File: src/rtl/core/stp_pkg.sv
// ----------------------------------------------------------------------------
// Sine tone PCM generator package
// Shared constants, configuration and stage types, and the quarter-wave sine
// table builder.
// ----------------------------------------------------------------------------
`timescale 1ns / 1ps

package stp_pkg;

   localparam int SINE_TABLE_DEPTH = 1024;
   localparam int DECAY_WINDOW     = 16;
   localparam int PHASE_BITS       = 32;

   localparam int INDEX_BITS  = 32;
   localparam int STEP_BITS   = 32;
   localparam int GAIN_BITS   = 16;
   localparam int PCM_BITS    = 16;
   localparam int SINE_BITS   = 16;
   localparam int VALUE_BITS  = 29;
   localparam int TABLE_BITS  = $clog2(SINE_TABLE_DEPTH);
   localparam int ADDR_BITS   = $clog2(SINE_TABLE_DEPTH + 1);
   localparam int DECAY_BITS  = $clog2(DECAY_WINDOW + 1);
   localparam int DECAY_SHIFT = $clog2(DECAY_WINDOW);

   localparam logic [63:0] HALF_PI_Q30 = 64'd1686629713;
   localparam logic [63:0] ONE_Q30     = 64'd1073741824;
   localparam int          ONE_Q27     = 134217728;
   localparam logic [63:0] TAYLOR_DIV [7] = '{64'd6, 64'd20, 64'd42, 64'd72,
                                             64'd110, 64'd156, 64'd210};

   localparam int FMT_WIDE_BIT   = 0;
   localparam int FMT_STEREO_BIT = 1;

   typedef enum logic [1:0] {
      REG_SAMPLE_FORMAT  = 2'd0,
      REG_PHASE_STEP     = 2'd1,
      REG_AMPLITUDE_GAIN = 2'd2,
      REG_SOUND_LENGTH   = 2'd3
   } csr_index_type;

   typedef struct packed {
      logic [1:0]                  sample_format;
      logic [STEP_BITS-1:0]        phase_step;
      logic signed [GAIN_BITS-1:0] amplitude_gain;
      logic [INDEX_BITS-1:0]       sound_length;
   } cfg_type;

   typedef struct packed {
      logic                  in_range;
      logic                  final_sample;
      logic [DECAY_BITS-1:0] decay_gain;
   } meta_type;

   typedef struct packed {
      logic [PHASE_BITS-1:0] phase;
      meta_type              meta;
   } phase_stage_type;

   typedef struct packed {
      logic [SINE_BITS-1:0] sine_mag;
      logic                 negate;
      meta_type             meta;
   } sine_stage_type;

   typedef struct packed {
      logic signed [VALUE_BITS-1:0] value;
      meta_type                     meta;
   } gain_stage_type;

   typedef struct packed {
      logic signed [PCM_BITS-1:0] pcm;
      meta_type                   meta;
   } pcm_stage_type;

   typedef struct packed {
      logic signed [PCM_BITS-1:0] left_sample;
      logic signed [PCM_BITS-1:0] right_sample;
      logic                       in_range;
      logic                       final_sample;
   } rsp_type;

   typedef logic [SINE_BITS-1:0] sine_rom_type [SINE_TABLE_DEPTH + 1];

   // Sine of a quarter-turn fraction in Q15, from an eight-term series in Q30.
   function automatic logic [SINE_BITS-1:0] sine_entry(input logic [63:0] k);
      logic [63:0]        x;
      logic [63:0]        x2;
      logic [63:0]        t;
      logic signed [63:0] s;
      logic [63:0]        r;
      x  = (HALF_PI_Q30 * k + 64'(SINE_TABLE_DEPTH / 2)) / 64'(SINE_TABLE_DEPTH);
      x2 = (x * x) >> 30;
      t  = x;
      s  = $signed(x);
      for (int n = 1; n <= 7; n++) begin
         t = ((t * x2) >> 30) / TAYLOR_DIV[n-1];
         if (n[0]) begin
            s = s - $signed(t);
         end else begin
            s = s + $signed(t);
         end
      end
      if (s < 0) begin
         s = 64'sd0;
      end
      if (s > $signed(ONE_Q30)) begin
         s = $signed(ONE_Q30);
      end
      r = ($unsigned(s) + 64'd16384) >> 15;
      return r[SINE_BITS-1:0];
   endfunction

   function automatic sine_rom_type build_sine_rom();
      sine_rom_type rom;
      for (int k = 0; k <= SINE_TABLE_DEPTH; k++) begin
         rom[k] = sine_entry(64'(k));
      end
      return rom;
   endfunction

endpackage

File: src/rtl/core/stp_pcm.sv
// ----------------------------------------------------------------------------
// PCM conversion stage
// Converts the clamped value to 16-bit signed or 8-bit unsigned PCM.
// ----------------------------------------------------------------------------
`timescale 1ns / 1ps

module stp_pcm
   import stp_pkg::*;
(
   input  logic           clock,
   input  logic           reset,
   input  cfg_type        cfg,
   input  logic           up_valid,
   output logic           up_ready,
   input  gain_stage_type up_data,
   output logic           dn_valid,
   input  logic           dn_ready,
   output pcm_stage_type  dn_data
);

   localparam int MAG_BITS  = VALUE_BITS - 1;
   localparam int WIDE_BITS = MAG_BITS + 15;
   localparam int BYTE_BITS = VALUE_BITS + 8;
   localparam logic signed [BYTE_BITS-1:0] BYTE_BIAS = BYTE_BITS'(128) <<< 27;

   logic                          valid_ff;
   logic                          valid_in;
   pcm_stage_type                 data_ff;
   pcm_stage_type                 data_in;
   logic [MAG_BITS-1:0]           magnitude;
   logic [WIDE_BITS-1:0]          wide_product;
   logic [PCM_BITS-1:0]           wide_scaled;
   logic signed [BYTE_BITS-1:0]   byte_sum;

   assign up_ready = !valid_ff || dn_ready;
   assign valid_in = up_ready ? up_valid : valid_ff;
   assign dn_valid = valid_ff;
   assign dn_data  = data_ff;

   always_comb begin
      magnitude    = up_data.value[VALUE_BITS-1] ? MAG_BITS'(-up_data.value)
                                                 : MAG_BITS'(up_data.value);
      wide_product = WIDE_BITS'(magnitude) * WIDE_BITS'(32767);
      wide_scaled  = wide_product[27 +: PCM_BITS];
      byte_sum     = BYTE_BITS'(up_data.value) * BYTE_BITS'(127) + BYTE_BIAS;
      if (cfg.sample_format[FMT_WIDE_BIT]) begin
         data_in.pcm = up_data.value[VALUE_BITS-1] ? -$signed(wide_scaled)
                                                   : $signed(wide_scaled);
      end else begin
         data_in.pcm = $signed({8'd0, byte_sum[27 +: 8]});
      end
      data_in.meta = up_data.meta;
   end

   always_ff @(posedge clock) begin
      if (reset) begin
         valid_ff <= 1'b0;
      end else begin
         valid_ff <= valid_in;
      end
   end

   always_ff @(posedge clock) begin
      if (up_valid && up_ready) begin
         data_ff <= data_in;
      end
   end

endmodule

File: config.mk
export PLATFORM = sky130hd
export DESIGN_NAME = stp_pcm
export DESIGN_NICKNAME = d
export VERILOG_FILES = /design/src/rtl/core/stp_pkg.sv /design/src/rtl/core/stp_pcm.sv
export SDC_FILE = /design/constraint.sdc
export NUM_CORES = 1
export LEC_CHECK = 0
export ABC_AREA = 1
export CAP_MARGIN = 5
export CORE_MARGIN = 2
export CORE_UTILIZATION = 62
export CTS_CLUSTER_DIAMETER = 120
export DETAILED_ROUTE_END_ITERATION = 8
export DONT_BUFFER_PORTS = 1
export HOLD_SLACK_MARGIN = 0.06
export PLACE_DENSITY_LB_ADDON = 0.05
export RECOVER_POWER = 25
export SLEW_MARGIN = 25
export SYNTH_ARGS = -nofsm -noshare
export SYNTH_HDL_FRONTEND = slang
export SYNTH_SLANG_ARGS = --single-unit
File: constraint.sdc
create_clock -name clock -period 8.28 [get_ports clock]
set_input_delay 0.828 -clock clock [delete_from_list [all_inputs] [get_ports clock]]
set_output_delay 0.828 -clock clock [all_outputs]
set_load 0.01 [all_outputs]
Word-level counts from Yosys, hierarchy flattened
Index checks and enable logic that the tools add are counted.

Flip-flop bits (word level): 24. Bits in latches: 0. Memory bits (writable): 0. Memory bits (read-only): 0. Input bits: 122. Logic and storage cells: 17. Memories kept: 0.

Add/sub/neg operators: 3. $mul: 2. Div/mod/pow operators: 0. $lt $le $gt $ge: 0. Equality and inequality tests: 0. Shifts and indexed selects: 0. Muxes and demuxes: 3. Bitwise operators: 0. Reductions and logical operators: 3.

Operators by type and width (count): 28-bit by 15-bit multiplier with 43-bit output (second input constant) (1); 35-bit adder (second input constant) (1); 29-bit by 8-bit multiplier with 35-bit output (second input constant) (1); 28-bit 2-to-1 mux (1); 28-bit negator (1); 16-bit 2-to-1 mux (1); 16-bit negator (1); 8-bit 2-to-1 mux (1); 1-bit logical AND (1); 1-bit zero test (1); 1-bit logical OR (1).

Longest topological paths before layout
Word-level depth: 6. Depth in mapped cells: 45.

Least setup slack after synthesis
No wires, ideal clock.

Kind: input to register. Start: input port up_data[11] (netlist name). End: register data_ff, in the netlist dn_data[17], data pin. Data arrival time: 7.520 ns. Slack: 0.503 ns. Cell stages on the path: 37. Cell sequence: inv_1 -> ha_1 -> nand3_1 -> inv_1 -> nand4_1 -> nor2_1 -> nand2_1 -> nor2_1 -> a41oi_1 -> nor2_1 -> xor2_1 -> inv_1 -> fa_1 -> inv_1 -> fa_1 -> fa_1 -> fa_1 -> fa_1 -> inv_1 -> fa_1 -> inv_1 -> ha_1 -> nand2_2 -> inv_1 -> nand2_1 -> nand2_1 -> a21oi_1 -> nand3_1 -> nand2_1 -> nand2_2 -> ha_1 -> nand3_1 -> inv_2 -> nand3_1 -> nand2_1 -> o21ai_0 -> nor2_1.

Longest elaborated chain between the ends: 5.

RTL lines: start, declared (line stp_pcm.sv:15) `input gain_stage_type up_data,`; 28-bit negator (line stp_pcm.sv:41) `magnitude = up_data.value[VALUE_BITS-1] ? MAG_BITS'(-up_data.value)`; 28-bit 2-to-1 mux * (line stp_pcm.sv:41); 28-bit by 15-bit multiplier with 43-bit output * (line stp_pcm.sv:43) `wide_product = WIDE_BITS'(magnitude) * WIDE_BITS'(32767);`; 16-bit negator (line stp_pcm.sv:47) `data_in.pcm = up_data.value[VALUE_BITS-1] ? -$signed(wide_scaled)`; 16-bit 2-to-1 mux * (line stp_pcm.sv:47); end signal, assigned (line stp_pcm.sv:65) `data_ff <= data_in;`; end, declared (line stp_pcm.sv:28) `pcm_stage_type data_ff;`.

Mark *: on every way between the ends. The rest lies on a longest branch, timed or not. A chain may end at the register's enable or synchronous reset.

Worst setup path in the final report
Start: input port up_data[10] (netlist name). End: register data_ff, in the netlist dn_data[22], data pin.

Same word-level chain as after synthesis.

==> flow_summary.toml <==
[status]
status = "complete, but fails checks"
violations = "DRC"

[sta]
drv_slew = 0
timing.fmax_ghz = 0.125
worst_pin_slew_ns = 0.902
finalSetupViolCount = 0
period_share = 0.968
max_slew_margin = 0.391
hold_viol_final = 0
skew_ns = 0.00238
min_period_ns = 8.02
grt_setup_unrepaired = "yes"

[detailed_routing]
avgRoutedWirePerCell_microns = 16.1
num_vias = 13198
drt_first_iter_violations = 755
drt_first_pass_iters = 7
via_per_inst = 5.16
wirelength_microns = 41200
antenna_left = 0
drc = 2

[global_route]
grt_max_degree = 46
overflow = 0
grt_pass1_vias = 14098
track_usage = 0.320
antenna_found_initial = 0
grt_pass1_wl_microns = 70800

[final_layout]
fillCellCount = 2216
diodes = 0
nets = 2876
multiInputGateArea_sq_mm = 0.0137
final_cell_mix = "inv_1 (608), nand2_1 (417), fa_1 (306)"
layoutNonFillerInstCount = 2559
final_common_cell = "inv_1"
drive_gt1_frac = 0.108
final_core_util = 0.696
area_growth_pct = 10.1
ff_latch_area_sq_um = 711

[floorplan]
rows = 59
fp.dieW_microns = 167
ios = 147
core_sq_mm = 0.0261
die_h_microns = 167
initial_utilization = 0.632
design.die.area_sq_mm = 0.0279

[critical_path]
critical_path_class = "in -> reg"
slowest_delay_ns = 0.60
critical_path.max_fanout = 6
critPathCaptureType = "flip-flop"
start_kind = "primary input"
cp.required_ns = 8.30
cp_common_cell = "fa_1"
arrival_ns = 8.03
cpMaxStageDelayCell = "fa_1"

[logic_synthesis]
synth_seq_area_share = 0.0431
synthTopCellsByArea = "fa_1 (39%), ha_1 (16%), inv_1 (14%)"
syn-cell-area_sq_mm = 0.0165
synth_top_area_frac = 0.387
async_reset_ff_frac = 0
ys_warn_count = 0
syn_inst = 2107
ys.flop_type = "edfxtp_1"
synth_nets = 2758
synth_cell_type_count = 44
synth_edf_count = 23
ys_seq_elements = 24
syn_avg_cell_area_sq_um = 7.83
synth_top_area_cell = "fa_1"

[place]
placed_cells = 2547
hpwlAfterDp_microns = 37800
place_congestion = 0.972
io_buffers = 0

[hold_path]
hold_class = "in -> reg"

[clocking]
cts_tree = "done"
cts_buffer_depth = 2
path_clk_slew_ns = 0.06
clk_latency_ns = 0.26
cts_root_buffer = "clkbuf_16"
htreeDepth = 1
cts.sinks = 24
cts_buffers = 3

[run]
cap_viol_max_count = 0
[sequential cells by signal, summed over array words and instances (netlist names)]
register,cells
dn_valid,1
dn_data,23
[metal layers]
metal	share of wire	global-route usage	wire, microns
met1	0.44	0.445	18300
met5	0	0	0
met2	0.47	0.544	19600
met3	0.055	0.0364	2280
met4	0.025	0.0718	1030
[critical path: cells and delay by family]
kind | cells | cell delay [ns]
fa+ha+maj | 8 | 3.60
simple gates | 16 | 2.05
buf+inv | 9 | 0.95
compound gates | 3 | 0.38
xor+xnor | 1 | 0.19
[kinds of logic after synthesis]
family                     count (synthesis)  synth area share
and+or+nand+nor                          725             0.188
buffers and inverters                    625             0.143
adders and majority gates                529             0.546
AOI/OAI and AO/OA                        152            0.0530
xor gates and xnor gates                  52            0.0276
DFF                                       24            0.0431
[stage by stage]
step / TNS [ns] / worst slack, ns / hold WS [ns] / area [sq um]
global route: -0.761 / -0.115 / 0.635 / 18200
floorplan: 0 / 0.503 / 0.577 / 16500
finish: 0 / 0.262 / 0.642 / 18200
global placement: 0 / 0.00240 / 0.612 / 17700
CTS: 0 / 0.110 / 0.637 / 17800
detailed placement: -1.08 / -0.141 / 0.652 / 17700
[layout make-up]
cell class	count	area share
Inverter	618	0.128
Tap cell	335	0.0231
Multi-Input combinational cell	1458	0.755
Sequential cell	24	0.0391
Clock inverter	1	0.00165
Clock buffer	3	0.00413
Timing Repair Buffer	120	0.0495
[path summary, 6_finish.rpt]
kind	slack [ns]	endpoint	depth (start not counted)	startpoint
max	0.26	dn_data[22]	37	up_data[10]
min	0.64	dn_valid	1	reset
max reg2reg	6.95	dn_data[13]	1	dn_valid
min reg2reg	0.66	dn_valid	2	dn_valid
[cells in the mapped netlist (2+ instances only)]
cell,instances
o21ai_0,33
nand2_1,426
inv_1,612
o21ai_1,2
nand3b_1,7
buf_2,2
and3_1,2
inv_2,5
nand2_4,2
nor3_2,3
o21a_1,4
xor2_1,47
a21oi_1,74
o21bai_1,7
nor2_1,134
and2_1,2
a211oi_1,3
nor2_2,13
or2_2,2
nand3_2,2
ha_1,210
clkbuf_1,3
a21o_1,14
nand4_1,13
a31oi_1,4
nand2_2,18
edfxtp_1,23
fa_1,319
a21oi_2,6
xnor2_1,5
nand3_1,77
nor3_1,16
nor2_4,6
[timing repair]
item | 4_1_cts | 5_1_grt
hold buffers | 0 | 0
setup endpoints to repair | 0 | 15
gates resized for setup | 0 | 71
setup buffers | 0 | 8
Power is left out: the tool's default activity adds up to more than one toggle a clock period on the data nets, which glitch-free logic cannot reach.
