==> src/rtl/core/stp_pkg.sv <==
// ----------------------------------------------------------------------------
// Sine tone PCM generator package
// Shared constants, configuration and stage types, and the quarter-wave sine
// table builder.
// ----------------------------------------------------------------------------
`timescale 1ns / 1ps

package stp_pkg;

   localparam int SINE_TABLE_DEPTH = 1024;
   localparam int DECAY_WINDOW     = 16;
   localparam int PHASE_BITS       = 32;

   localparam int INDEX_BITS  = 32;
   localparam int STEP_BITS   = 32;
   localparam int GAIN_BITS   = 16;
   localparam int PCM_BITS    = 16;
   localparam int SINE_BITS   = 16;
   localparam int VALUE_BITS  = 29;
   localparam int TABLE_BITS  = $clog2(SINE_TABLE_DEPTH);
   localparam int ADDR_BITS   = $clog2(SINE_TABLE_DEPTH + 1);
   localparam int DECAY_BITS  = $clog2(DECAY_WINDOW + 1);
   localparam int DECAY_SHIFT = $clog2(DECAY_WINDOW);

   localparam logic [63:0] HALF_PI_Q30 = 64'd1686629713;
   localparam logic [63:0] ONE_Q30     = 64'd1073741824;
   localparam int          ONE_Q27     = 134217728;
   localparam logic [63:0] TAYLOR_DIV [7] = '{64'd6, 64'd20, 64'd42, 64'd72,
                                             64'd110, 64'd156, 64'd210};

   localparam int FMT_WIDE_BIT   = 0;
   localparam int FMT_STEREO_BIT = 1;

   typedef enum logic [1:0] {
      REG_SAMPLE_FORMAT  = 2'd0,
      REG_PHASE_STEP     = 2'd1,
      REG_AMPLITUDE_GAIN = 2'd2,
      REG_SOUND_LENGTH   = 2'd3
   } csr_index_type;

   typedef struct packed {
      logic [1:0]                  sample_format;
      logic [STEP_BITS-1:0]        phase_step;
      logic signed [GAIN_BITS-1:0] amplitude_gain;
      logic [INDEX_BITS-1:0]       sound_length;
   } cfg_type;

   typedef struct packed {
      logic                  in_range;
      logic                  final_sample;
      logic [DECAY_BITS-1:0] decay_gain;
   } meta_type;

   typedef struct packed {
      logic [PHASE_BITS-1:0] phase;
      meta_type              meta;
   } phase_stage_type;

   typedef struct packed {
      logic [SINE_BITS-1:0] sine_mag;
      logic                 negate;
      meta_type             meta;
   } sine_stage_type;

   typedef struct packed {
      logic signed [VALUE_BITS-1:0] value;
      meta_type                     meta;
   } gain_stage_type;

   typedef struct packed {
      logic signed [PCM_BITS-1:0] pcm;
      meta_type                   meta;
   } pcm_stage_type;

   typedef struct packed {
      logic signed [PCM_BITS-1:0] left_sample;
      logic signed [PCM_BITS-1:0] right_sample;
      logic                       in_range;
      logic                       final_sample;
   } rsp_type;

   typedef logic [SINE_BITS-1:0] sine_rom_type [SINE_TABLE_DEPTH + 1];

   // Sine of a quarter-turn fraction in Q15, from an eight-term series in Q30.
   function automatic logic [SINE_BITS-1:0] sine_entry(input logic [63:0] k);
      logic [63:0]        x;
      logic [63:0]        x2;
      logic [63:0]        t;
      logic signed [63:0] s;
      logic [63:0]        r;
      x  = (HALF_PI_Q30 * k + 64'(SINE_TABLE_DEPTH / 2)) / 64'(SINE_TABLE_DEPTH);
      x2 = (x * x) >> 30;
      t  = x;
      s  = $signed(x);
      for (int n = 1; n <= 7; n++) begin
         t = ((t * x2) >> 30) / TAYLOR_DIV[n-1];
         if (n[0]) begin
            s = s - $signed(t);
         end else begin
            s = s + $signed(t);
         end
      end
      if (s < 0) begin
         s = 64'sd0;
      end
      if (s > $signed(ONE_Q30)) begin
         s = $signed(ONE_Q30);
      end
      r = ($unsigned(s) + 64'd16384) >> 15;
      return r[SINE_BITS-1:0];
   endfunction

   function automatic sine_rom_type build_sine_rom();
      sine_rom_type rom;
      for (int k = 0; k <= SINE_TABLE_DEPTH; k++) begin
         rom[k] = sine_entry(64'(k));
      end
      return rom;
   endfunction

endpackage

==> src/rtl/core/stp_phase.sv <==
// ----------------------------------------------------------------------------
// Phase stage
// Multiplies the sample index by the phase step and works out the range,
// last-sample and fade-out factor of the index.
// ----------------------------------------------------------------------------
`timescale 1ns / 1ps

module stp_phase
   import stp_pkg::*;
(
   input  logic                  clock,
   input  logic                  reset,
   input  cfg_type               cfg,
   input  logic                  up_valid,
   output logic                  up_ready,
   input  logic [INDEX_BITS-1:0] up_index,
   output logic                  dn_valid,
   input  logic                  dn_ready,
   output phase_stage_type       dn_data
);

   logic                  valid_ff;
   logic                  valid_in;
   phase_stage_type       data_ff;
   phase_stage_type       data_in;
   logic [63:0]           product;
   logic [INDEX_BITS:0]   decay_diff;

   assign up_ready = !valid_ff || dn_ready;
   assign valid_in = up_ready ? up_valid : valid_ff;
   assign dn_valid = valid_ff;
   assign dn_data  = data_ff;

   always_comb begin
      product    = 64'(up_index) * 64'(cfg.phase_step);
      decay_diff = {1'b0, up_index} + (INDEX_BITS + 1)'(DECAY_WINDOW)
                   - {1'b0, cfg.sound_length};
      data_in.phase              = product[PHASE_BITS-1:0];
      data_in.meta.in_range      = up_index < cfg.sound_length;
      data_in.meta.final_sample  = ({1'b0, up_index} + (INDEX_BITS + 1)'(1))
                                   == {1'b0, cfg.sound_length};
      if (decay_diff[INDEX_BITS]) begin
         data_in.meta.decay_gain = DECAY_BITS'(DECAY_WINDOW);
      end else begin
         data_in.meta.decay_gain = DECAY_BITS'(DECAY_WINDOW)
                                   - decay_diff[DECAY_BITS-1:0];
      end
   end

   always_ff @(posedge clock) begin
      if (reset) begin
         valid_ff <= 1'b0;
      end else begin
         valid_ff <= valid_in;
      end
   end

   always_ff @(posedge clock) begin
      if (up_valid && up_ready) begin
         data_ff <= data_in;
      end
   end

endmodule

==> config.mk <==
export PLATFORM = sky130hd
export DESIGN_NAME = stp_phase
export DESIGN_NICKNAME = d
export VERILOG_FILES = /design/src/rtl/core/stp_pkg.sv /design/src/rtl/core/stp_phase.sv
export SDC_FILE = /design/constraint.sdc
export NUM_CORES = 1
export LEC_CHECK = 0
export BUFFER_PORTS_ARGS = -buffer_cell sky130_fd_sc_hd__clkbuf_2
export CORE_MARGIN = 3
export CORE_UTILIZATION = 24
export DETAILED_ROUTE_END_ITERATION = 7
export SETUP_SLACK_MARGIN = 0.3
export SLEW_MARGIN = 40
export SYNTH_ARGS = -nofsm -noshare
export SYNTH_HDL_FRONTEND = slang
export SYNTH_SLANG_ARGS = --single-unit
==> constraint.sdc <==
create_clock -name clock -period 6.83 [get_ports clock]
set_clock_uncertainty 0.05 [all_clocks]
set_input_delay 0.3415 -clock clock [delete_from_list [all_inputs] [get_ports clock]]
set_output_delay 0.3415 -clock clock [all_outputs]
set_load 0.03 [all_outputs]
Yosys cells after proc, flatten, opt, wreduce, memory -nomap -nowiden. Cells that the tools add are included.

Add/sub/neg operators: 4. Multipliers: 1. $lt $le $gt $ge: 1. Equality and inequality tests: 1. Reductions and logical operators: 3.

Operator list (count): adder 32 x 1 -> 33 bit, second input constant (1); adder 32 x 5 -> 33 bit, second input constant (1); == test 33 x 32 -> 1 bit (1); subtractor 33 x 32 -> 33 bit (1); < comparator 32 bit (1); multiplier 32 x 32 -> 32 bit (1); subtractor 5 bit, first input constant (1); logical AND 1 bit (1); zero test 1 bit (1); logical OR 1 bit (1).

Register bits after elaboration: 40. Input port bits: 118. Output and inout port bits: 41. Logic and storage cells: 15.

Logic depth before layout (Yosys ltp).
Depth in word-level cells: 3. Depth in mapped cells: 26.

Worst setup path before layout. Ideal clock, no wire load.

Path type: input-to-reg. From: in up_index[2]. To: reg data_ff, in the netlist dn_data[37] (data pin). Library setup time: 264 ps. Data arrival time: 6432 ps. Slack: 84 ps. Stages on the path: 24. Cells stage by stage: clkbuf_1 > clkbuf_1 > clkbuf_1 > nand2_1 > fa_1 > inv_1 > fa_1 > fa_1 > inv_1 > fa_1 > inv_1 > ha_1 > ha_1 > fa_1 > fa_1 > ha_1 > and3_1 > and3_1 > nand4_1 > a311oi_1 > a21oi_1 > nor3_1 > nor4_1 > nand3b_1.

RTL lines: start, declared (line stp_phase.sv:16) `input logic [INDEX_BITS-1:0] up_index,`; end signal, assigned (line stp_phase.sv:60) `data_ff <= data_in;`; end, declared (line stp_phase.sv:24) `phase_stage_type data_ff;`.

==> out/results.md <==
## Outcome
- result of the run: completed

## Setup path
- WP data required: 6840 ps
- Max FO, Critical Path: 7
- arrival time of the worst setup path: 6460 ps
- Worst Setup Path Type: in2reg
- crit end category: flop
- startpoint type of the worst setup path: primary input

## Synth
- portion of synthesized cell area occupied by the leading cell type: 0.425
- number of enable flip-flop cells after synthesis: 39
- unique cell type count in the Yosys netlist: 65
- Post-Synthesis Cell Area: 20000 µm²
- cells taking the most area after synthesis: sky130_fd_sc_hd__fa_1, sky130_fd_sc_hd__ha_1, sky130_fd_sc_hd__and2_1
- number of warnings issued by yosys: 0
- gate count after technology mapping: 2202
- FF+latch count, synth: 40
- primary flip-flop cell chosen by synthesis mapping: sky130_fd_sc_hd__edfxtp_1
- cell type contributing the most total cell area after synthesis: sky130_fd_sc_hd__fa_1
- proportion of register bits with asynchronous set or reset after synthesis: 0
- part of the Yosys area used for sequential elements: 0.0596
- mean area per synthesized cell: 9.08 µm²
- syn nets: 2933

## Place
- final weighted congestion in routability-driven placement: 0.895
- IO Port Bufs: 140
- half-perimeter wire length after detailed placement: 50300 µm

## STA
- highest clock frequency the design can meet: 155 MHz
- total count of max-transition violations in the final report: 0
- RSZ-0062 raised after global routing: yes
- minimum clock period: 6450 ps
- setup total negative slack: 0 ps
- Slew @ Worst Pin: 620 ps
- Period Utilization, post-route: 0.945
- Slew Limit Headroom: 0.586
- count of endpoints failing hold in the final timing report: 0
- number of failing setup endpoints in the final timing report: 0

## Layout
- most common cell after layout, fill and taps aside: sky130_fd_sc_hd__inv_1
- area grow syn2layout: 17.4%
- number of nets at the end of the flow: 3135
- fraction of final layout cells with drive strength greater than 1: 0.150
- final core area utilization: 0.285
- commonest cells after routing, fill and taps aside: sky130_fd_sc_hd__inv_1, sky130_fd_sc_hd__fa_1, sky130_fd_sc_hd__and2_1

## Clocking
- clock tree from TritonCTS: done
- buffer levels on the longest clock path: 2
- Clk Latency, worst-skew pair: 320 ps
- number of buffers inserted during clock tree synthesis: 5
- total number of clock tree sinks: 40
- CTS H-tree depth: 2
- CTS Root Buffer Type: sky130_fd_sc_hd__clkbuf_16
- clock input transition at the sequential cells of the worst setup and hold paths: 70 ps
- count of hold buffers inserted by post-cts repair: 0

## Floorplanning
- Die Width: 295 µm
- die boundary height: 295 µm
- die area: 86800 µm²
- I/O pins: 159
- starting density of the core: 0.243
- Core Region: 82200 µm²
- Cell Rows: 105

## Detailed routing
- Iter 0 DRT Violations: 721
- per-cell routed wire length: 16.4 µm
- Total Wirelength: 57200 µm
- Vias/cell: 4.34
- TritonRoute pass-1 iters: 5
- final antenna-violating net count: 0
- DRC: 0
- via count of the routed design: 15100

## GRT
- wire length of the first global-routing pass: 92100 µm
- initial antenna violation count: 6
- overall global routing resource usage: 0.137
- number of global-route vias before repair: 16200
- global route total overflow: 0
- pin count of the biggest net entering global routing: 40

## Flow run
- MaxCap Viol Count: 0

## Hold path
- Hold WC Path Type: in2reg

[worst paths after layout]
path,from,to,slack (ps),cells after the start
setup reg to reg,dn_valid,dn_data[34],5330,3
setup / recovery,up_index[14],dn_data[38],380,24
hold / removal,reset,dn_valid,110,2
hold reg to reg,dn_valid,dn_valid,460,2
[sequential cells by signal (all words and copies together), names as in the netlist]
| register | flops |
|---|---|
| dn_data | 39 |
| dn_valid | 1 |
[through the flow]
step                instances  instance area (µm²)  setup slack [ps]  hold WS [ps]
CTS                      3472                23200               304          92.3
global route             3477                23500               192           115
floorplan                2202                20100               260           361
finish                   3478                23500               378           114
detailed placement       3464                23000              -166           448
global placement         3464                23000              -128           448
[cell families (layout without fill, tap and decap cells)]
family | Yosys count | after routing | share of synthesized area
and+or+nand+nor | 692 | 692 | 0.180
adders and majority gates | 613 | 613 | 0.543
buffers and inverters | 578 | 781 | 0.109
AOI/OAI and AO/OA | 147 | 147 | 0.0499
xor gates and xnor gates | 129 | 129 | 0.0565
DFF | 40 | 40 | 0.0596
muxes | 3 | 3 | 0.00156
other | 0 | 3 | 0
[synthesized netlist by cell type, types with 3 or more instances]
cell	instances
sky130_fd_sc_hd__a211oi_1	6
sky130_fd_sc_hd__a21o_1	19
sky130_fd_sc_hd__a21oi_1	44
sky130_fd_sc_hd__a31oi_1	10
sky130_fd_sc_hd__and2_1	296
sky130_fd_sc_hd__and3_1	9
sky130_fd_sc_hd__and4_1	3
sky130_fd_sc_hd__clkbuf_1	102
sky130_fd_sc_hd__edfxtp_1	39
sky130_fd_sc_hd__fa_1	424
sky130_fd_sc_hd__ha_1	189
sky130_fd_sc_hd__inv_1	470
sky130_fd_sc_hd__nand2_1	265
sky130_fd_sc_hd__nand2b_1	5
sky130_fd_sc_hd__nand3_1	25
sky130_fd_sc_hd__nand4_1	15
sky130_fd_sc_hd__nor2_1	26
sky130_fd_sc_hd__nor2b_1	5
sky130_fd_sc_hd__nor3_1	12
sky130_fd_sc_hd__nor4_1	7
sky130_fd_sc_hd__o2111ai_1	3
sky130_fd_sc_hd__o211ai_1	8
sky130_fd_sc_hd__o21a_1	5
sky130_fd_sc_hd__o21ai_0	17
sky130_fd_sc_hd__o21bai_1	7
sky130_fd_sc_hd__or3_1	7
sky130_fd_sc_hd__or4_1	3
sky130_fd_sc_hd__xnor2_1	94
sky130_fd_sc_hd__xor2_1	35
[routing by layer]
layer	routed length (µm)	global-route usage	vias up
met5	10	0	-
met4	1320	0.0343	2
met3	2940	0.0236	66
met2	27400	0.232	354
met1	25600	0.182	7653
li1	-	-	7025
[cell type report]
cell class	count	area, µm²
multi-input combinational	1584	16800
fill	8796	58800
clock inverter	3	42.5
sequential	40	1190
tap	1070	1340
inverter	471	1770
timing repair buffer	302	2160
antenna	3	7.51
clock buffer	5	125
[worst max-delay path: stages]
cell and delay (ps):
sky130_fd_sc_hd__buf_8 110, sky130_fd_sc_hd__buf_6 130, sky130_fd_sc_hd__buf_4 160, sky130_fd_sc_hd__and2_1 150, sky130_fd_sc_hd__fa_1 480, sky130_fd_sc_hd__fa_1 590, sky130_fd_sc_hd__inv_1 70, sky130_fd_sc_hd__fa_1 530
sky130_fd_sc_hd__inv_1 50, sky130_fd_sc_hd__fa_1 490, sky130_fd_sc_hd__inv_1 50, sky130_fd_sc_hd__fa_1 400, sky130_fd_sc_hd__inv_1 80, sky130_fd_sc_hd__fa_1 440, sky130_fd_sc_hd__fa_1 550, sky130_fd_sc_hd__inv_1 50
sky130_fd_sc_hd__fa_2 560, sky130_fd_sc_hd__inv_1 60, sky130_fd_sc_hd__ha_1 300, sky130_fd_sc_hd__or2_2 310, sky130_fd_sc_hd__a21oi_2 160, sky130_fd_sc_hd__a31oi_2 70, sky130_fd_sc_hd__a31oi_1 240, sky130_fd_sc_hd__xnor2_1 100
[timing repair]
| item | 4_1_cts | 5_1_grt |
|---|---|---|
| setup endpoints to repair | 4 | 10 |
| setup buffers | 0 | 3 |
| pin swaps | 1 | 36 |
| gates resized for setup | 14 | 101 |
Power is not shown: default switching activity piles up to over one toggle a cycle in this logic, so the estimate is an artifact.
