## src/rtl/core/stp_pkg.sv

```systemverilog
// ----------------------------------------------------------------------------
// Sine tone PCM generator package
// Shared constants, configuration and stage types, and the quarter-wave sine
// table builder.
// ----------------------------------------------------------------------------
`timescale 1ns / 1ps

package stp_pkg;

   localparam int SINE_TABLE_DEPTH = 1024;
   localparam int DECAY_WINDOW     = 16;
   localparam int PHASE_BITS       = 32;

   localparam int INDEX_BITS  = 32;
   localparam int STEP_BITS   = 32;
   localparam int GAIN_BITS   = 16;
   localparam int PCM_BITS    = 16;
   localparam int SINE_BITS   = 16;
   localparam int VALUE_BITS  = 29;
   localparam int TABLE_BITS  = $clog2(SINE_TABLE_DEPTH);
   localparam int ADDR_BITS   = $clog2(SINE_TABLE_DEPTH + 1);
   localparam int DECAY_BITS  = $clog2(DECAY_WINDOW + 1);
   localparam int DECAY_SHIFT = $clog2(DECAY_WINDOW);

   localparam logic [63:0] HALF_PI_Q30 = 64'd1686629713;
   localparam logic [63:0] ONE_Q30     = 64'd1073741824;
   localparam int          ONE_Q27     = 134217728;
   localparam logic [63:0] TAYLOR_DIV [7] = '{64'd6, 64'd20, 64'd42, 64'd72,
                                             64'd110, 64'd156, 64'd210};

   localparam int FMT_WIDE_BIT   = 0;
   localparam int FMT_STEREO_BIT = 1;

   typedef enum logic [1:0] {
      REG_SAMPLE_FORMAT  = 2'd0,
      REG_PHASE_STEP     = 2'd1,
      REG_AMPLITUDE_GAIN = 2'd2,
      REG_SOUND_LENGTH   = 2'd3
   } csr_index_type;

   typedef struct packed {
      logic [1:0]                  sample_format;
      logic [STEP_BITS-1:0]        phase_step;
      logic signed [GAIN_BITS-1:0] amplitude_gain;
      logic [INDEX_BITS-1:0]       sound_length;
   } cfg_type;

   typedef struct packed {
      logic                  in_range;
      logic                  final_sample;
      logic [DECAY_BITS-1:0] decay_gain;
   } meta_type;

   typedef struct packed {
      logic [PHASE_BITS-1:0] phase;
      meta_type              meta;
   } phase_stage_type;

   typedef struct packed {
      logic [SINE_BITS-1:0] sine_mag;
      logic                 negate;
      meta_type             meta;
   } sine_stage_type;

   typedef struct packed {
      logic signed [VALUE_BITS-1:0] value;
      meta_type                     meta;
   } gain_stage_type;

   typedef struct packed {
      logic signed [PCM_BITS-1:0] pcm;
      meta_type                   meta;
   } pcm_stage_type;

   typedef struct packed {
      logic signed [PCM_BITS-1:0] left_sample;
      logic signed [PCM_BITS-1:0] right_sample;
      logic                       in_range;
      logic                       final_sample;
   } rsp_type;

   typedef logic [SINE_BITS-1:0] sine_rom_type [SINE_TABLE_DEPTH + 1];

   // Sine of a quarter-turn fraction in Q15, from an eight-term series in Q30.
   function automatic logic [SINE_BITS-1:0] sine_entry(input logic [63:0] k);
      logic [63:0]        x;
      logic [63:0]        x2;
      logic [63:0]        t;
      logic signed [63:0] s;
      logic [63:0]        r;
      x  = (HALF_PI_Q30 * k + 64'(SINE_TABLE_DEPTH / 2)) / 64'(SINE_TABLE_DEPTH);
      x2 = (x * x) >> 30;
      t  = x;
      s  = $signed(x);
      for (int n = 1; n <= 7; n++) begin
         t = ((t * x2) >> 30) / TAYLOR_DIV[n-1];
         if (n[0]) begin
            s = s - $signed(t);
         end else begin
            s = s + $signed(t);
         end
      end
      if (s < 0) begin
         s = 64'sd0;
      end
      if (s > $signed(ONE_Q30)) begin
         s = $signed(ONE_Q30);
      end
      r = ($unsigned(s) + 64'd16384) >> 15;
      return r[SINE_BITS-1:0];
   endfunction

   function automatic sine_rom_type build_sine_rom();
      sine_rom_type rom;
      for (int k = 0; k <= SINE_TABLE_DEPTH; k++) begin
         rom[k] = sine_entry(64'(k));
      end
      return rom;
   endfunction

endpackage

```

## src/rtl/core/stp_fade.sv

```systemverilog
// ----------------------------------------------------------------------------
// Fade-out and output stage
// Scales the final samples of the sound toward zero, masks out-of-range
// indexes and holds the response register.
// ----------------------------------------------------------------------------
`timescale 1ns / 1ps

module stp_fade
   import stp_pkg::*;
(
   input  logic          clock,
   input  logic          reset,
   input  cfg_type       cfg,
   input  logic          up_valid,
   output logic          up_ready,
   input  pcm_stage_type up_data,
   output logic          dn_valid,
   input  logic          dn_ready,
   output rsp_type       dn_data
);

   localparam int FADE_BITS = PCM_BITS + DECAY_BITS;

   logic                        valid_ff;
   logic                        valid_in;
   rsp_type                     data_ff;
   rsp_type                     data_in;
   logic [PCM_BITS-1:0]         magnitude;
   logic [FADE_BITS-1:0]        fade_product;
   logic [PCM_BITS-1:0]         faded;
   logic signed [PCM_BITS-1:0]  sample;

   assign up_ready = !valid_ff || dn_ready;
   assign valid_in = up_ready ? up_valid : valid_ff;
   assign dn_valid = valid_ff;
   assign dn_data  = data_ff;

   always_comb begin
      magnitude    = up_data.pcm[PCM_BITS-1] ? PCM_BITS'(-up_data.pcm)
                                             : PCM_BITS'(up_data.pcm);
      fade_product = FADE_BITS'(magnitude) * FADE_BITS'(up_data.meta.decay_gain);
      faded        = fade_product[DECAY_SHIFT +: PCM_BITS];
      if (!up_data.meta.in_range) begin
         sample = '0;
      end else if (up_data.pcm[PCM_BITS-1]) begin
         sample = -$signed(faded);
      end else begin
         sample = $signed(faded);
      end
      data_in.left_sample  = sample;
      data_in.right_sample = cfg.sample_format[FMT_STEREO_BIT] ? sample : '0;
      data_in.in_range     = up_data.meta.in_range;
      data_in.final_sample = up_data.meta.in_range && up_data.meta.final_sample;
   end

   always_ff @(posedge clock) begin
      if (reset) begin
         valid_ff <= 1'b0;
      end else begin
         valid_ff <= valid_in;
      end
   end

   always_ff @(posedge clock) begin
      if (up_valid && up_ready) begin
         data_ff <= data_in;
      end
   end

endmodule

```

## config.mk

```make
export PLATFORM = sky130hd
export DESIGN_NAME = stp_fade
export DESIGN_NICKNAME = d
export VERILOG_FILES = /design/src/rtl/core/stp_pkg.sv /design/src/rtl/core/stp_fade.sv
export SDC_FILE = /design/constraint.sdc
export NUM_CORES = 1
export LEC_CHECK = 0
export BUFFER_PORTS_ARGS = -buffer_cell sky130_fd_sc_hd__buf_2
export CAP_MARGIN = 20
export CORE_AREA = 4 4 96 107
export CTS_CLUSTER_SIZE = 40
export DETAILED_ROUTE_END_ITERATION = 16
export DIE_AREA = 0 0 100 111
export PLACE_DENSITY = 0.84
export SLEW_MARGIN = 20
export SYNTH_ARGS = -nofsm -noshare
export SYNTH_HDL_FRONTEND = slang
export SYNTH_SLANG_ARGS = --single-unit
```

## constraint.sdc

```tcl
create_clock -name clock -period 9.4 [get_ports clock]
set_input_delay 1.41 -clock clock [delete_from_list [all_inputs] [get_ports clock]]
set_output_delay 1.41 -clock clock [all_outputs]
set_load 0.02 [all_outputs]
```

Word-level counts from Yosys, hierarchy flattened

Index checks and enable logic that the tools add are counted.

Input bits: 109
Bits in registers: 35

Multiply operators: 1
Multiplexer cells: 3
Reduce and logical (&&, ||, !) cells: 4
$add $sub $neg: 2

Operators by type and width:

| operator                                      | count |
|---|---|
| 16-bit 2-to-1 mux                             | 3 |
| 16-bit negation                               | 2 |
| 16-bit by 5-bit multiplier with 20-bit output | 1 |
| 1-bit logical AND                             | 2 |
| 1-bit zero test                               | 1 |
| 1-bit logical OR                              | 1 |

Logic depth before layout (Yosys ltp)

Depth after elaboration: 6
Mapped depth: 22
Gate-level depth less buffers: 21

Least setup slack after synthesis

Ideal clock, no wire load.

Path type: input to register
Start: in up_data[9] (netlist name)
End: reg data_ff (netlist bit dn_data[17]), data pin
Buffers on the path: 0
Setup time: 0.269 ns
Path slack: 2.531 ns
Cell stages on the path: 20
Required time: 9.131 ns
Arrival: 6.600 ns
Cells stage by stage: nor3_1 -> nand3b_1 -> or3_1 -> o21ai_0 -> xor2_1 -> nor2b_1 -> fa_1 -> fa_1 -> inv_1 -> fa_1 -> inv_1 -> ha_1 -> a21oi_1 -> o21bai_1 -> a221o_1 -> a221oi_1 -> xnor2_1 -> mux2_2 -> a221oi_1 -> o21ai_0

Cells in the longest elaborated chain, start to end: 6

RTL lines:

| item                                            | RTL line       | RTL |
|---|---|---|
| start, declared                                 | stp_fade.sv:16 | `input pcm_stage_type up_data,` |
| 16-bit negation                                 | stp_fade.sv:39 | `magnitude = up_data.pcm[PCM_BITS-1] ? PCM_BITS'(-up_data.pcm)` |
| 16-bit 2-to-1 mux *                             | stp_fade.sv:39 |  |
| 16-bit by 5-bit multiplier with 20-bit output * | stp_fade.sv:41 | `fade_product = FADE_BITS'(magnitude) * FADE_BITS'(up_data.meta.decay_gain);` |
| 16-bit negation                                 | stp_fade.sv:46 | `sample = -$signed(faded);` |
| 16-bit 2-to-1 mux *                             | stp_fade.sv:45 | `end else if (up_data.pcm[PCM_BITS-1]) begin` |
| 16-bit 2-to-1 mux *                             | stp_fade.sv:43 | `if (!up_data.meta.in_range) begin` |
| end signal, assigned                            | stp_fade.sv:66 | `data_ff <= data_in;` |
| end, declared                                   | stp_fade.sv:26 | `rsp_type data_ff;` |

Mark *: on every way between the ends. The rest lies on a longest branch, timed or not.
A chain may end at the register's enable or synchronous reset.

Worst setup path after layout

Ends and elaborated chain as after synthesis.

==> results by group <==
Floorplan
  • Rows: 37
  • IO Pins: 145
  • DIE HEIGHT: 111 um
  • DIE WIDTH: 100 um
  • Initial core utilization: 0.519
  • Core area: 0.00921 mm2
  • DIE AREA: 0.0111 mm2

CTS
  • Clock root buffer: clkbuf_8
  • Clk buf depth: 2
  • CTS tree: done
  • Worst-path clk slew: 70 ps
  • H-Tree Level Count: 2
  • Total CTS buffers: 5
  • Post-CTS Setup Bufs: 0
  • Skew-Pair Late Insertion Delay: 280 ps
  • CTS Sinks: 35
  • # resized after CTS: 0
  • Cts hold-fix bufs: 0

Final layout
  • Multi-input logic area: 0.00340 mm2
  • Commonest non-fill, non-tap cells in the layout: inv_1, buf_2, nor2b_1
  • Nets@finish: 773
  • Layout area overhead: 9.85%
  • Non-Filler Instances: 714
  • Proportion of layout cells with a drive suffix above 1: 0.147
  • Final core utilization: 0.570
  • Reg area: 0.00104 mm2
  • Layout fillers: 840
  • Commonest non-fill, non-tap cell in the layout: inv_1
  • Diodes inserted: 0

GRT
  • Grt ovf: 0
  • Initial antenna violation count: 0
  • Largest net degree at the start of global routing: 35
  • Gr usage total: 0.189
  • Global-route wire length before repair: 17.8 mm
  • Number of global-route vias before repair: 3983

Drt
  • Initial detailed-routing violation count: 211
  • Drt first pass iters: 4
  • Final WL: 10.3 mm
  • DRC Markers: 0
  • DR vias: 4004
  • WL per Instance: 14.4 um
  • Antenna violation net count after detailed routing: 0
  • Vias/cell: 5.61

Placed design
  • Final GP Congestion: 0.860
  • Placed Cells incl. Taps: 706
  • IO Port Bufs: 63
  • DPL Wire Length: 8.46 mm

STA
  • Final setup violation count: 0
  • Hold Vio Cnt, Final: 0
  • Slew HR: 0.568
  • Clock skew: 4.53 ps
  • Slew Viols, Final: 0
  • Fmax: 133 MHz
  • Fin crit share: 0.803
  • RSZ-0062 raised after global routing: no
  • Setup TNS: 0 ps
  • Fin crit period: 7540 ps
  • Worst Tran Pin Value: 643 ps

Critical path
  • Crit path buf inv count: 3
  • Data required time of the worst path: 9420 ps
  • Worst setup path class: in2reg
  • Worst path cell trace: buf_2 -> nor3_1 -> nand3b_1 -> or3_1 -> o21ai_0 -> xor2_1 -> nor2b_1 -> fa_1 -> fa_1 -> inv_1 -> fa_1 -> inv_1 -> ha_1 -> a21oi_1 -> o21bai_1 -> a221o_1 -> a221oi_1 -> xnor2_1 -> mux2_2 -> a221oi_1 -> o21ai_0
  • Most frequent CP cell: fa_1
  • Crit-path max FO: 8
  • CP delay by family, top: adder cells
  • Highest cell delay on the worst timing path: 560 ps
  • Worst path slowest cell: fa_1
  • CP endpoint kind: flop
  • Element type at the critical path start: primary input
  • Crit path DAT: 7560 ps

Synth
  • Share of the yosys chip area belonging to registers: 0.218
  • Mapped cell area: 0.00478 mm2
  • Mean Syn Cell Area: 8.77 um2
  • Compound-gate portion of the synthesized area: 0.141
  • Synth Flop Type: edfxtp_1
  • Largest family of logic cells by synthesized area: simple AND/OR/NAND/NOR gates
  • Xor and xnor fraction of the mapped netlist area: 0.0678
  • Post-synth cell types: 59
  • Syn. warnings: 0
  • Post-synth ARST share: 0
  • #FFs+latches synth: 35
  • Mux cell area share after synthesis: 0.0210
  • Post-Synth Simple-Gate Area: 0.241
  • Adder-Cell Fraction of Synth Area: 0.241
  • Mapped Nets: 722
  • Post-synth EDFFs: 34
  • Mapped Cells: 545

Power and ir drop
  • Total internal power: 0.677 mW
  • Combinational power share: 0.742
  • PnR Total Power: 1.36 mW
  • P per Cell Area: 258 mW/mm2
  • Clock network power share: 0.082
  • Seq pwr share: 0.177
  • VDD IR max: 0.0860 mV
  • Switching share of power: 0.501
  • Leakage: 2.39 nW
  • Switching power: 0.679 mW

Run
  • Max-cap violations: 0

Outcome
  • Status: finished clean

Worst hold path
  • Hold crit path type: reg2reg
==> worst reg2reg max path: stages, from the launching register on <==
cell and delay [ps]:
dfxtp_1 310, nand2b_1 100, and2_1 140, buf_4 360
==> sequential cells by signal, summed over array words and instances, names as in the netlist <==
name / count
dn_data: 34
dn_valid: 1
==> synthesized netlist by cell type, drive strengths merged, types with 2 or more instances <==
master / count / share of area
a211oi: 3 / 0.0047
a21o: 3 / 0.0047
a21oi: 22 / 0.023
a221oi: 3 / 0.0055
a31oi: 2 / 0.0026
and2: 29 / 0.039
and3: 14 / 0.018
and4: 3 / 0.0065
buf: 2 / 0.0047
clkbuf: 18 / 0.014
edfxtp: 34 / 0.21
fa: 40 / 0.17
ha: 28 / 0.073
inv: 64 / 0.050
mux2: 5 / 0.013
mux2i: 4 / 0.0084
nand2: 36 / 0.028
nand2b: 13 / 0.017
nand3: 8 / 0.0084
nand4: 4 / 0.0052
nor2: 33 / 0.026
nor2b: 44 / 0.058
nor3: 12 / 0.014
nor4: 7 / 0.0092
o2111a: 2 / 0.0047
o211a: 2 / 0.0042
o211ai: 6 / 0.0094
o21a: 4 / 0.0065
o21ai: 29 / 0.030
o21bai: 3 / 0.0047
o31ai: 7 / 0.011
o41ai: 2 / 0.0052
or2: 2 / 0.0026
or3: 4 / 0.0052
xnor2: 17 / 0.031
xor2: 20 / 0.037
==> power by group through the flow <==
stage          combinational (mW)  sequential, mW  clock, mW
6_report                     1.01           0.239      0.111
2_1_floorplan               0.735           0.295          0
3_5_place_dp                0.992           0.244          0
5_1_grt                      1.13           0.243      0.118
4_1_cts                     0.998           0.240      0.113
3_3_place_gp                0.955           0.242          0
==> stage by stage <==
stage	hold WS, ps	setup slack [ps]	cell area (um2)
after detailed placement	543	1620	5160
after floorplan	729	2530	4780
after global routing	577	1500	5250
final	542	1860	5250
after global placement	486	1880	5160
after CTS	551	1920	5250
==> final timing paths <==
path,startpoint,end,slack (ps),cells after the start
worst min register to register,dn_valid,dn_valid,540,2
worst min-delay path,dn_valid,dn_valid,540,2
worst max register to register,dn_valid,dn_data[3],8120,3
worst max-delay path,up_data[9],dn_data[17],1860,21
==> logic make-up after synthesis <==
logic type	count (synthesis)
fa+ha+maj	68
simple gates	212
compound gates	99
mux	9
flops	35
xor+xnor	37
buf+inv	85
==> per-layer routing <==
layer	vias up	wire length, um	global-route usage
met5	-	0	0
met4	0	200	0.0584
met3	22	595	0.0138
met2	144	5190	0.343
met1	1882	4300	0.235
li1	1956	-	-
==> layout make-up <==
type                    count  share of cell area
multi-input cells         425               0.648
well taps                 117              0.0279
repair buffers             64              0.0615
clock inverters             1            0.000954
flip-flops and latches     35               0.198
inverters                  65              0.0465
clock buffers               7              0.0165
(Power assumes the default switching activity.)
