File: src/rtl/core/stp_pkg.sv
// ----------------------------------------------------------------------------
// Sine tone PCM generator package
// Shared constants, configuration and stage types, and the quarter-wave sine
// table builder.
// ----------------------------------------------------------------------------
`timescale 1ns / 1ps

package stp_pkg;

   localparam int SINE_TABLE_DEPTH = 1024;
   localparam int DECAY_WINDOW     = 16;
   localparam int PHASE_BITS       = 32;

   localparam int INDEX_BITS  = 32;
   localparam int STEP_BITS   = 32;
   localparam int GAIN_BITS   = 16;
   localparam int PCM_BITS    = 16;
   localparam int SINE_BITS   = 16;
   localparam int VALUE_BITS  = 29;
   localparam int TABLE_BITS  = $clog2(SINE_TABLE_DEPTH);
   localparam int ADDR_BITS   = $clog2(SINE_TABLE_DEPTH + 1);
   localparam int DECAY_BITS  = $clog2(DECAY_WINDOW + 1);
   localparam int DECAY_SHIFT = $clog2(DECAY_WINDOW);

   localparam logic [63:0] HALF_PI_Q30 = 64'd1686629713;
   localparam logic [63:0] ONE_Q30     = 64'd1073741824;
   localparam int          ONE_Q27     = 134217728;
   localparam logic [63:0] TAYLOR_DIV [7] = '{64'd6, 64'd20, 64'd42, 64'd72,
                                             64'd110, 64'd156, 64'd210};

   localparam int FMT_WIDE_BIT   = 0;
   localparam int FMT_STEREO_BIT = 1;

   typedef enum logic [1:0] {
      REG_SAMPLE_FORMAT  = 2'd0,
      REG_PHASE_STEP     = 2'd1,
      REG_AMPLITUDE_GAIN = 2'd2,
      REG_SOUND_LENGTH   = 2'd3
   } csr_index_type;

   typedef struct packed {
      logic [1:0]                  sample_format;
      logic [STEP_BITS-1:0]        phase_step;
      logic signed [GAIN_BITS-1:0] amplitude_gain;
      logic [INDEX_BITS-1:0]       sound_length;
   } cfg_type;

   typedef struct packed {
      logic                  in_range;
      logic                  final_sample;
      logic [DECAY_BITS-1:0] decay_gain;
   } meta_type;

   typedef struct packed {
      logic [PHASE_BITS-1:0] phase;
      meta_type              meta;
   } phase_stage_type;

   typedef struct packed {
      logic [SINE_BITS-1:0] sine_mag;
      logic                 negate;
      meta_type             meta;
   } sine_stage_type;

   typedef struct packed {
      logic signed [VALUE_BITS-1:0] value;
      meta_type                     meta;
   } gain_stage_type;

   typedef struct packed {
      logic signed [PCM_BITS-1:0] pcm;
      meta_type                   meta;
   } pcm_stage_type;

   typedef struct packed {
      logic signed [PCM_BITS-1:0] left_sample;
      logic signed [PCM_BITS-1:0] right_sample;
      logic                       in_range;
      logic                       final_sample;
   } rsp_type;

   typedef logic [SINE_BITS-1:0] sine_rom_type [SINE_TABLE_DEPTH + 1];

   // Sine of a quarter-turn fraction in Q15, from an eight-term series in Q30.
   function automatic logic [SINE_BITS-1:0] sine_entry(input logic [63:0] k);
      logic [63:0]        x;
      logic [63:0]        x2;
      logic [63:0]        t;
      logic signed [63:0] s;
      logic [63:0]        r;
      x  = (HALF_PI_Q30 * k + 64'(SINE_TABLE_DEPTH / 2)) / 64'(SINE_TABLE_DEPTH);
      x2 = (x * x) >> 30;
      t  = x;
      s  = $signed(x);
      for (int n = 1; n <= 7; n++) begin
         t = ((t * x2) >> 30) / TAYLOR_DIV[n-1];
         if (n[0]) begin
            s = s - $signed(t);
         end else begin
            s = s + $signed(t);
         end
      end
      if (s < 0) begin
         s = 64'sd0;
      end
      if (s > $signed(ONE_Q30)) begin
         s = $signed(ONE_Q30);
      end
      r = ($unsigned(s) + 64'd16384) >> 15;
      return r[SINE_BITS-1:0];
   endfunction

   function automatic sine_rom_type build_sine_rom();
      sine_rom_type rom;
      for (int k = 0; k <= SINE_TABLE_DEPTH; k++) begin
         rom[k] = sine_entry(64'(k));
      end
      return rom;
   endfunction

endpackage

File: src/rtl/core/stp_gain.sv
// ----------------------------------------------------------------------------
// Gain stage
// Applies the signed sine, scales it by the amplitude gain and clamps the
// product to plus or minus one.
// ----------------------------------------------------------------------------
`timescale 1ns / 1ps

module stp_gain
   import stp_pkg::*;
(
   input  logic           clock,
   input  logic           reset,
   input  cfg_type        cfg,
   input  logic           up_valid,
   output logic           up_ready,
   input  sine_stage_type up_data,
   output logic           dn_valid,
   input  logic           dn_ready,
   output gain_stage_type dn_data
);

   localparam int PROD_BITS = SINE_BITS + 1 + GAIN_BITS;
   localparam logic signed [PROD_BITS-1:0] LIMIT_POS = PROD_BITS'(ONE_Q27);
   localparam logic signed [PROD_BITS-1:0] LIMIT_NEG = -PROD_BITS'(ONE_Q27);

   logic                          valid_ff;
   logic                          valid_in;
   gain_stage_type                data_ff;
   gain_stage_type                data_in;
   logic signed [SINE_BITS:0]     sine_signed;
   logic signed [PROD_BITS-1:0]   product;

   assign up_ready = !valid_ff || dn_ready;
   assign valid_in = up_ready ? up_valid : valid_ff;
   assign dn_valid = valid_ff;
   assign dn_data  = data_ff;

   always_comb begin
      sine_signed = up_data.negate ? -$signed({1'b0, up_data.sine_mag})
                                   : $signed({1'b0, up_data.sine_mag});
      product     = PROD_BITS'(sine_signed) * PROD_BITS'(cfg.amplitude_gain);
      if (product > LIMIT_POS) begin
         data_in.value = VALUE_BITS'(LIMIT_POS);
      end else if (product < LIMIT_NEG) begin
         data_in.value = VALUE_BITS'(LIMIT_NEG);
      end else begin
         data_in.value = VALUE_BITS'(product);
      end
      data_in.meta = up_data.meta;
   end

   always_ff @(posedge clock) begin
      if (reset) begin
         valid_ff <= 1'b0;
      end else begin
         valid_ff <= valid_in;
      end
   end

   always_ff @(posedge clock) begin
      if (up_valid && up_ready) begin
         data_ff <= data_in;
      end
   end

endmodule

File: config.mk
export PLATFORM = sky130hd
export DESIGN_NAME = stp_gain
export DESIGN_NICKNAME = d
export VERILOG_FILES = /design/src/rtl/core/stp_pkg.sv /design/src/rtl/core/stp_gain.sv
export SDC_FILE = /design/constraint.sdc
export NUM_CORES = 1
export LEC_CHECK = 0
export BUFFER_PORTS_ARGS = -buffer_cell sky130_fd_sc_hd__clkbuf_2
export CAP_MARGIN = 5
export CORE_ASPECT_RATIO = 1.25
export CORE_MARGIN = 8
export CORE_UTILIZATION = 60
export DETAILED_ROUTE_END_ITERATION = 7
export HOLD_SLACK_MARGIN = 0.03
export PLACE_DENSITY = 0.92
export SLEW_MARGIN = 20
export SYNTH_ARGS = -nofsm -noshare
export SYNTH_HDL_FRONTEND = slang
export SYNTH_SLANG_ARGS = --single-unit
export TNS_END_PERCENT = 30
File: constraint.sdc
create_clock -name clock -period 9.08 [get_ports clock]
set_input_delay 0.454 -clock clock [delete_from_list [all_inputs] [get_ports clock]]
set_output_delay 0.454 -clock clock [all_outputs]
set_load 0.05 [all_outputs]
## After elaboration in Yosys (flattened, before gate mapping)

Index checks and enable logic that the tools add are counted.

- $add $sub $neg: 1
- Reductions and logical operators: 4
- Order comparisons: 2
- Multiplexer cells: 2
- $mul: 1

Operators with widths:

| cell | number |
|---|---|
| 33-bit by 29-bit > comparator with 1-bit output, second input constant | 1 |
| 33-bit by 28-bit less-than comparator with 1-bit output, second input constant | 1 |
| 17-bit by 16-bit multiplier with 33-bit output | 1 |
| 29-bit 2-to-1 mux | 1 |
| 17-bit 2-to-1 mux | 1 |
| 16-bit negation with 17-bit output | 1 |
| 2-bit OR reduction | 1 |
| 1-bit logical AND | 1 |
| 1-bit zero test | 1 |
| 1-bit logical OR | 1 |

- Bits of input ports: 110
- Output and inout port bits: 38
- Logic and storage cells: 16
- Register bits after elaboration: 37

## Logic depth before layout (Yosys ltp)

- Depth in word-level cells: 5
- Mapped depth: 32
- Gate-level depth less buffers: 29

## Worst setup path after synthesis

Ideal clock, no wire load.

- Path type: input -> register
- Start: input port up_data[13] in the netlist's numbering
- End: register data_ff, in the netlist dn_data[18] (data pin)
- Path buffers: 3
- Cell stages on the path: 28
- Setup time: 267 ps
- Arrival: 7941 ps
- Data required time: 8813 ps
- Slack: 872 ps
- Cell sequence: or2_2 -> or4_1 -> or3_1 -> o31ai_1 -> xnor2_1 -> clkbuf_1 -> nand2_1 -> fa_1 -> fa_1 -> inv_1 -> fa_1 -> fa_1 -> fa_1 -> inv_1 -> fa_1 -> inv_1 -> ha_1 -> clkbuf_1 -> nand2_1 -> a2111oi_0 -> o21ai_1 -> a311oi_1 -> mux2i_1 -> nand2_1 -> o2111a_1 -> a22oi_2 -> buf_2 -> a21oi_1

- Cells in the longest elaborated chain, start to end: 5
- Elaborated cells on any way between the ends: 6
- Classes of those cells: add/sub (1); mul (1); order compare (2); mux (1); reduce/logical (1)

Ends and longest elaborated chain:

| element | line | text |
|---|---|---|
| start, declared | stp_gain.sv:16 | `input sine_stage_type up_data,` |
| 16-bit negation with 17-bit output | stp_gain.sv:39 | `sine_signed = up_data.negate ? -$signed({1'b0, up_data.sine_mag})` |
| 17-bit 2-to-1 mux (*) | stp_gain.sv:39 |  |
| 17-bit by 16-bit multiplier with 33-bit output (*) | stp_gain.sv:41 | `product = PROD_BITS'(sine_signed) * PROD_BITS'(cfg.amplitude_gain);` |
| 33-bit by 29-bit > comparator with 1-bit output / 33-bit by 28-bit less-than comparator with 1-bit output (equally long branches) | stp_gain.sv:42, stp_gain.sv:44 |  |
| 2-bit OR reduction (no line) | n/a |  |
| end signal, assigned | stp_gain.sv:62 | `data_ff <= data_in;` |
| end, declared | stp_gain.sv:28 | `gain_stage_type data_ff;` |

Mark *: on every way between the ends. The rest lies on a longest branch, timed or not.
A chain may end at the register's enable or synchronous reset.

## Final worst setup path

- Start: input port up_data[13] in the netlist's numbering
- End: register data_ff, in the netlist dn_data[9] (data pin)

- Cells in the longest elaborated chain, start to end: 5
- Elaborated cells on any way between the ends: 6
- Classes of those cells: add/sub (1); mul (1); order compare (2); mux (1); reduce/logical (1)

Ends and longest elaborated chain:

| element | line |
|---|---|
| 16-bit negation with 17-bit output | stp_gain.sv:39 |
| 17-bit 2-to-1 mux (*) | stp_gain.sv:39 |
| 17-bit by 16-bit multiplier with 33-bit output (*) | stp_gain.sv:41 |
| 33-bit by 29-bit > comparator with 1-bit output / 33-bit by 28-bit less-than comparator with 1-bit output (equally long branches) | stp_gain.sv:42, stp_gain.sv:44 |
| 2-bit OR reduction (no line) (*) | n/a |

Marks and branches as above.

==> impl_metrics.tcl <==
set metrics [dict create \
    synth_flop_cell "edfxtp_1" \
    max_freq_mhz 115 \
    design.core.area_mm2 0.0207 \
    ys_seq_elements 37 \
    io_pins 148 \
    synth_edf_count 36 \
    die_w_um 145 \
    clk_latency_ns 0.28 \
    fin_crit_ns 8.69 \
    die_h_um 178 \
    ys_warn_count 0 \
    final_nets 1909 \
    grt_pass1_vias 11200 \
    required_ns 9.19 \
    yosysMostFrequentCell "inv_1" \
    max_slew_margin_pct 35.5 \
    drive_above_1_share_pct 9.66 \
    syn-num-nets 1851 \
    synthMuxAreaShare_pct 0.479 \
    fillCellCount 1574 \
    grt_pass1_wl_mm 52.1 \
    status "finished, final reports clean" \
    syn-mean-instance-area_um2 9.08 \
    drv_cap 0 \
    dp.final_hpwl_mm 25.5 \
    dp.cells 1705 \
    crit_path_end_kind "register" \
    yosysTopAreaCell "fa_1" \
    num_rows 59 \
    worstHoldPathType "in2reg" \
    grt_max_degree 27 \
    drt-total-wl_mm 31.4 \
    post_cts_buffers 0 \
    synthSimpleGateAreaFrac_pct 15.4 \
    start_kind "primary input" \
    clk_path_buf_depth 2 \
    synthAdderAreaFrac_pct 52.6 \
    critPathMaxFanout 23 \
    antenna-diode-count 0 \
    antenna_found_initial 0 \
    arrival_ns 8.80 \
    synth_compound_area_share_pct 7.55 \
    yosys.area_share.xor_xnor_pct 3.54 \
    rrSetupSlack_ns 7.33 \
    via_per_inst 5.80 \
    gp_congestion 0.951 \
    drt-wirelength-per-cell_um 18.3 \
    clkSlewWorstSetupHoldPaths_ns 0.05 \
    yosys-top-cells-area "fa_1, inv_1, edfxtp_1, ha_1, nand2_1" \
    routed-via-count 9931 \
    start_util_pct 60.6 \
    root_buffer "clkbuf_16" \
    cts_buffers 5 \
    syn_inst 1380 \
    synth_common_cells "inv_1, fa_1, nand2_1" \
    drtIter0Drc 692 \
    syn_to_final_growth_pct 7.48 \
    fin_crit_sh_pct 95.7 \
    io_buffers 81 \
    hold_violations 0 \
    criticalPathCategory "in2reg" \
    synth_top_family_by_area "adder cells" \
    drtPass1Iterations 6 \
    h-tree-depth 2 \
    grt_overflow 0 \
    finClkSkew_ns 0.00489 \
    tightestPinTransition_ns 0.963 \
    async_reset_ff_share_pct 0 \
    clock-sinks 37 \
    cts_tree "built" \
    finalSetupViolations 0 \
    drc 0 \
    grt_usage_pct 25.1 \
    seq_area_frac_synth_pct 8.79 \
    layout.cells.non_filler 1713 \
    syn-cell-area_mm2 0.0125 \
    ant_nets 0 \
    maxSlewViolCount 0 \
    synth.distinct_cells 65 \
    fp.dieArea_mm2 0.0258 \
    synth_top_area_share_pct 44.1 \
]
[cell families (layout without fill, tap and decap cells)]
| logic type | after synthesis | after routing |
|---|---|---|
| and+or+nand+nor | 399 | 399 |
| buffers and inverters | 387 | 446 |
| adders and majority gates | 361 | 361 |
| AOI/OAI and AO/OA | 141 | 141 |
| xor gates and xnor gates | 49 | 49 |
| DFF | 37 | 37 |
| muxes | 6 | 6 |
[per-stage QoR]
step	utilization (%)	setup slack (ns)	TNS, ns	hold WS [ns]	instance area [µm²]
finish	65.2	0.390	0	0.335	13500
detailed placement	64.2	0.101	0	0.530	13300
floorplan	-	0.872	0	0.523	12500
global route	65.2	-0.0509	-0.197	0.333	13500
CTS	64.9	0.353	0	0.332	13400
global placement	64.2	0.375	0	0.489	13300
[layout make-up]
| class | instances | area (µm²) | area share [%] |
|---|---|---|---|
| Sequential cell | 37 | 1100 | 8.18 |
| Inverter | 334 | 1250 | 9.31 |
| Clock buffer | 7 | 143 | 1.06 |
| Multi-Input combinational cell | 956 | 10000 | 74.5 |
| Tap cell | 274 | 343 | 2.55 |
| Timing Repair Buffer | 104 | 591 | 4.39 |
| Clock inverter | 1 | 7.51 | 0.0557 |
[worst max-delay path, stage by stage]
cell and delay [ns]:
clkbuf_2 0.09, or2_2 0.31, or4_1 0.46, or3_1 0.41
o31ai_2 0.47, xnor2_4 0.30, nand2_1 0.17, fa_1 0.52
fa_1 0.56, inv_1 0.06, fa_1 0.48, fa_1 0.50
fa_1 0.50, inv_1 0.05, fa_1 0.48, inv_1 0.06
ha_1 0.39, nand2_1 0.11, a2111oi_0 0.32, o21ai_1 0.24
a311oi_2 0.36, mux2i_1 0.31, o211ai_2 0.15, nor4_4 0.40
nand4b_2 0.18, buf_4 0.25, a21boi_0 0.20
[sequential cells by signal (all words and copies together), names as in the netlist]
| name | cells |
|---|---|
| dn_valid | 1 |
| dn_data | 36 |
[what timing repair did]
item	in CTS	in global routing
hold buffers	0	0
resized for setup	0	11
endpoints found under the hold margin	0	0
setup endpoints to repair	0	8
[layer usage]
metal / share of wire [%] / global-route usage, %
met1: 32 / 25.3
met2: 55 / 48.2
met3: 5.9 / 3.19
met4: 6.9 / 16.3
met5: 0 / 0
[path summary, 6_finish.rpt]
path                         startpoint  cells after the start                        to
hold / removal                    reset                      2     dn_valid$_SDFFE_PP0N_
setup / recovery            up_data[13]                     27  dn_data[9]$_SDFFCE_PP0P_
setup reg to reg  dn_valid$_SDFFE_PP0N_                      3  dn_data[9]$_SDFFCE_PP0P_
hold reg to reg   dn_valid$_SDFFE_PP0N_                      2     dn_valid$_SDFFE_PP0N_
[cells in the final DEF (no fill, tap or decap), types with 3 or more instances in the layout]
| cell type | Yosys | final |
|---|---|---|
| nand4_1 | 5 | 5 |
| and2_1 | 111 | 111 |
| fa_1 | 276 | 274 |
| clkbuf_2 | 0 | 81 |
| o21ai_0 | 30 | 29 |
| a21o_1 | 7 | 7 |
| a21oi_1 | 44 | 44 |
| o31ai_1 | 6 | 5 |
| buf_4 | 0 | 22 |
| clkbuf_16 | 0 | 5 |
| nand3_1 | 10 | 10 |
| edfxtp_1 | 36 | 36 |
| a21boi_0 | 4 | 3 |
| xor2_1 | 15 | 14 |
| nand2_1 | 196 | 196 |
| or3_1 | 5 | 5 |
| a211oi_1 | 5 | 5 |
| xnor2_1 | 33 | 30 |
| o211ai_1 | 8 | 8 |
| nor3_1 | 8 | 8 |
| and3_1 | 3 | 3 |
| mux2i_1 | 6 | 6 |
| nor2b_1 | 5 | 5 |
| ha_1 | 85 | 85 |
| nand2b_1 | 7 | 7 |
| inv_1 | 334 | 333 |
| or2_2 | 7 | 7 |
| nor2_1 | 33 | 33 |
| a21boi_1 | 5 | 6 |
Power is not shown: default switching activity piles up to over one toggle a cycle in this logic, so the estimate is an artifact.
